`src/rtl/mwsm_pkg.sv`:
```
// ---------------------------------------------------------------------------
// mwsm_pkg
// Widths, stage map, register codes and reset values of the wheel mixer.
// ---------------------------------------------------------------------------
package mwsm_pkg;

  localparam int NUM_WHEELS = 4;

  // field widths
  localparam int VEL_W       = 16;
  localparam int RPM_W       = 15;
  localparam int MASK_W      = 8;
  localparam int RADIUS_W    = 10;
  localparam int GAIN_W      = 16;
  localparam int MAXRPM_W    = 14;
  localparam int IN_TDATA_W  = 3 * VEL_W;
  localparam int OUT_TDATA_W = 64;
  localparam int CFG_ADDR_W  = 4;
  localparam int CFG_DATA_W  = 32;

  // datapath widths
  localparam int YAW_FRAC = 10;                 // yaw rate in 1/1024 rad/s
  localparam int Q_SHIFT  = 26;                 // rpm accumulator: 2^-26 RPM
  localparam int SUM_W    = VEL_W + 1;          // vx +/- vy
  localparam int ROT_W    = 26;                 // yaw * radius
  localparam int VQ_W     = 28;                 // wheel speed, 1/1024 mm/s
  localparam int RPMQ_W   = 44;                 // signed wheel rpm, Q26
  localparam int MAG_W    = RPMQ_W - 1;
  localparam int NUM_W    = MAG_W + MAXRPM_W;   // |rpm| * max_rpm

  // quotient <= max_rpm, so one stage per bit of max_rpm
  localparam int DIV_STAGES = MAXRPM_W;

  // pipeline stage map
  localparam int ST_IN   = 0;
  localparam int ST_VQ   = 1;
  localparam int ST_RPM  = 2;
  localparam int ST_MAG  = 3;
  localparam int ST_PAIR = 4;
  localparam int ST_MAX  = 5;
  localparam int ST_DIV0 = 6;
  localparam int ST_OUT  = ST_DIV0 + DIV_STAGES;
  localparam int NSTG    = ST_OUT + 1;

  // register reset values
  localparam logic [MASK_W-1:0]   SIGN_MASK_RST  = MASK_W'(58);
  localparam logic [RADIUS_W-1:0] ROT_RADIUS_RST = RADIUS_W'(180);
  localparam logic [GAIN_W-1:0]   RPM_GAIN_RST   = GAIN_W'(16384);
  localparam logic [MAXRPM_W-1:0] MAX_RPM_RST    = MAXRPM_W'(200);

  typedef enum logic [1:0] {
    REG_SIGN_MASK  = 2'd0,
    REG_ROT_RADIUS = 2'd1,
    REG_RPM_GAIN   = 2'd2,
    REG_MAX_RPM    = 2'd3
  } cfg_reg_t;

  // what travels alongside the dividers
  typedef struct packed {
    logic                                 scale;
    logic [NUM_WHEELS-1:0]                neg;
    logic [NUM_WHEELS-1:0][MAXRPM_W-1:0]  unscaled;
  } side_t;

endpackage

```
`src/rtl/mwsm_divider.sv`:
```
// ---------------------------------------------------------------------------
// mwsm_divider
// Pipelined restoring divider, one quotient bit per stage, MSB first.
// The quotient is known to fit MAXRPM_W bits (numerator < den * 2^MAXRPM_W).
// ---------------------------------------------------------------------------
module mwsm_divider import mwsm_pkg::*; (
  input  logic                  clk,
  input  logic [DIV_STAGES-1:0] stage_en,
  input  logic [NUM_W-1:0]      num_i,
  input  logic [MAG_W-1:0]      den_i,
  output logic [MAXRPM_W-1:0]   quo_o
);

  logic [NUM_W-1:0]    rem_r [DIV_STAGES];
  logic [MAG_W-1:0]    den_r [DIV_STAGES];
  logic [MAXRPM_W-1:0] quo_r [DIV_STAGES];

  for (genvar j = 0; j < DIV_STAGES; j++) begin : g_stage
    logic [NUM_W-1:0]    rem_in;
    logic [MAG_W-1:0]    den_in;
    logic [MAXRPM_W-1:0] quo_in;
    logic [NUM_W-1:0]    den_sh;
    logic [NUM_W:0]      diff;

    if (j == 0) begin : g_first
      assign rem_in = num_i;
      assign den_in = den_i;
      assign quo_in = '0;
    end else begin : g_next
      assign rem_in = rem_r[j-1];
      assign den_in = den_r[j-1];
      assign quo_in = quo_r[j-1];
    end

    assign den_sh = NUM_W'(den_in) << (DIV_STAGES - 1 - j);
    assign diff   = {1'b0, rem_in} - {1'b0, den_sh};

    always_ff @(posedge clk) begin
      if (stage_en[j]) begin
        den_r[j] <= den_in;
        if (!diff[NUM_W]) begin
          rem_r[j] <= diff[NUM_W-1:0];
          quo_r[j] <= quo_in | (MAXRPM_W'(1) << (DIV_STAGES - 1 - j));
        end else begin
          rem_r[j] <= rem_in;
          quo_r[j] <= quo_in;
        end
      end
    end
  end

  assign quo_o = quo_r[DIV_STAGES-1];

endmodule

```
`config.mk`:
```
export PLATFORM = sky130hd
export DESIGN_NAME = mwsm_divider
export DESIGN_NICKNAME = d
export VERILOG_FILES = /design/src/rtl/mwsm_pkg.sv /design/src/rtl/mwsm_divider.sv
export SDC_FILE = /design/constraint.sdc
export NUM_CORES = 2
export LEC_CHECK = 0
export BUFFER_PORTS_ARGS = -buffer_cell sky130_fd_sc_hd__buf_2
export CAP_MARGIN = 40
export CORE_ASPECT_RATIO = 1.2
export CORE_MARGIN = 10
export CORE_UTILIZATION = 40
export CTS_BUF_LIST = sky130_fd_sc_hd__clkbuf_8
export CTS_CLUSTER_DIAMETER = 60
export DETAILED_ROUTE_END_ITERATION = 7
export MAX_ROUTING_LAYER = met4
export SKIP_CTS_REPAIR_TIMING = 1
export SLEW_MARGIN = 20
export SYNTH_ARGS = -nofsm -noshare
export SYNTH_HDL_FRONTEND = slang
export SYNTH_SLANG_ARGS = --single-unit
```
`constraint.sdc`:
```
create_clock -name clk -period 5.4 [get_ports clk]
set_clock_uncertainty 0.15 [all_clocks]
set_input_delay 0.81 -clock clk [delete_from_list [all_inputs] [get_ports clk]]
set_output_delay 0.81 -clock clk [all_outputs]
set_load 0.03 [all_outputs]
```
==> results.md <==
* Status: finished, final reports clean
* DR pass1 iterations at 6
* Met3 wire length at 6190 um
* Unrepaired setup endpoints after global routing: false
* Final GP Congestion at 0.940
* Initial DRC Count at 2,762
* Fillers at 19,500
* Clock latency on the worst-skew pair at 0.99 ns
* CP endpoint kind: flop
* Initial antenna violation count at 2
* H-tree levels at 4
* Post-route antenna net violation count at 0
* Max VDD drop at 0.255 mV
* Min Tclk post-route at 4.61 ns
* # nets final at 9,009
* Initial Util at 40.2%
* Core Area at 0.207 sq mm
* WP data arrival at 5.18 ns
* Hold WC Path Type: in2reg
* Yosys warns at 0
* Asr flop ratio synth at 0%
* Residual DRC at 0
* Largest area contributor in the netlist: edfxtp_1
* Clk sinks at 1,405
* CTS tree: built
* Final Hold Vio Count at 0
* Max clock buf depth at 3
* Max-Slew Margin vs Limit at 43.0%
* Post-synth EDFFs at 1,405
* Crit path launch type: flop
* Power Total at 49.2 mW
* FF+latch area at 0.0422 sq mm
* Fin crit share at 85.3%
* CP Class: reg2reg
* Multi-input gate area at 0.0373 sq mm
* Ranking of synthesized cells by area: edfxtp_1 51%, ha_1 9.0%, a21oi_1 4.3%
* Mapped Area at 0.0834 sq mm
* Number of global-route vias before repair at 60,800
* CP Launch Point: rem_r[0][68]
* Top sig layer: met4
* Die ar. at 0.227 sq mm
* Syn_nets at 8,745
* Syn Inst Count at 8,016
* Post-synth cell types at 103
* # port buffers at 128
* Routed len/inst at 17.2 um
* Reg2Reg Launch Point: rem_r[0][68]
* PwrDens at 528 mW/mm^2
* Worst Tran Pin Value at 0.848 ns
* Final HPWL DP at 153,000 um
* Maxcap violations at 0
* Root Buffer: clkbuf_8
* Height of the die at 520 um
* Vias at 59,100
* CP max FO at 77
* Leakage power at 37.9 nW
* Site Rows at 183
* TritonCTS Buffers at 237
* Setup violators final at 0
* Final Max Tran Viols at 0
* Share of layout cells above drive strength 1 at 7.41%
* # IOs at 129
* Most used flip-flop cell after synthesis: edfxtp_1
* Top cells by count, synth: 1,405 x edfxtp_1, 766 x inv_1, 760 x nand2_1
* Worst EP required at 5.98 ns
* Syn_area_per_cell at 10.4 sq um
* Total wire length at 193,000 um
* Seq/Total Area, Yosys at 50.6%
* Pin count of the biggest net entering global routing at 94
* Synthesized flop and latch total at 1,405
* Reg clk slew, reported paths at 0.06 ns
* Count leader, synth: edfxtp_1
* Met2 routed WL at 103,000 um
* Max Clock Freq at 217 MHz
* Layout area overhead at 11.5%
* Setup TNS at 0 ns
* Post-synth top area share at 50.6%
* Gr usage total at 17.1%
* WL met1 at 73,200 um
* Die width at 437 um
* Hold_sp: num_i[54]
* Grt ovf at 0
* Drt via density at 5.25
* First-pass GRT wire length at 311,000 um
[power breakdown]
part | internal [mW] | total [mW] | switching, mW
logic | 9.14 | 22.0 | 12.9
registers | 16.0 | 17.6 | 1.61
clock network | 5.11 | 9.53 | 4.42
total | 30.2 | 49.2 | 18.9
[layout by cell type, fill, tap and decap left out, types with 32 or more instances in the layout]
cell	netlist	final
inv_1	766	820
nand3_1	121	121
nor2_1	455	454
buf_2	51	116
nor3_1	98	98
clkbuf_8	0	237
a21o_1	401	401
nor4_1	37	37
clkinv_1	1	64
buf_4	1	74
or3_1	32	32
nand2b_1	58	58
nand2_1	760	759
o21bai_1	101	100
a31oi_1	71	69
a21oi_1	715	714
clkinv_2	0	43
a211oi_1	57	57
o31ai_1	50	50
xnor2_1	319	319
dlygate4sd3_1	0	92
edfxtp_1	1405	1405
nand4_1	123	123
o21ai_1	219	220
xor2_1	260	260
o21a_1	54	53
ha_1	601	601
and3_1	41	40
nor2b_1	60	60
o211ai_1	38	38
o21ai_0	452	450
[sequential cells by signal, indices dropped and copies added, names as in the netlist]
name and cells:
den_r 559, quo_r 105, rem_r 741
[layer usage]
layer  vias up  GRT usage (%)
met4         0           9.45
li1      29800              -
met2      1342           32.0
met5         -              -
met3       589           2.36
met1     27400           17.0
[final cells by class]
cell class | instances | share of cell area [%]
antenna | 2 | 0.00538
clock buffer | 237 | 3.51
clock inverter | 198 | 1.63
inverter | 774 | 3.12
multi-input combinational | 5564 | 40.1
sequential | 1405 | 45.3
tap | 2775 | 3.73
timing repair buffer | 298 | 2.54
[final timing paths]
kind | slack, ns | end | cells after the start
min | 0.04 | rem_r[0][54] | 3
max | 0.79 | rem_r[0][134] | 16
min reg2reg | 0.26 | quo_r[0][68] | 0
max reg2reg | 0.79 | rem_r[0][134] | 16
[critical path: stages, from the launching register on]
cell and delay [ns]:
edfxtp_1 0.38, inv_1 0.07, ha_1 0.16, inv_1 0.05, fa_1 0.42, a211oi_1 0.34, o21ai_1 0.19, a221oi_2 0.43
o21bai_1 0.21, o41ai_2 0.34, buf_4 0.19, o211a_1 0.24, nor4_1 0.12, o21ai_1 0.25, nand2_2 0.13, buf_12 0.20
mux2_1 0.39
[cell families (layout without fill, tap and decap cells)]
group	Yosys count	after routing	share of synthesized area [%]
other	0	2	0
xor gates and xnor gates	579	579	6.08
muxes	62	62	0.828
DFF	1405	1405	50.6
adders and majority gates	614	614	9.33
and+or+nand+nor	1917	1917	10.6
buffers and inverters	1047	1507	4.81
AOI/OAI and AO/OA	2392	2392	17.8
[stage by stage]
stage	instance area, sq um	cells	hold WS [ns]	util (%)	setup slack (ns)
floorplan	83400	8016	0.250	-	1.58
global placement	87300	10700	0.252	42.1	0.677
detailed placement	87300	10700	0.255	42.1	0.684
CTS	92100	11200	-0.319	44.4	0.776
global route	93000	11300	-0.00567	44.8	0.450
finish	93000	11300	0.0434	44.8	0.793
No activity file was read; power rests on OpenSTA's default activity.
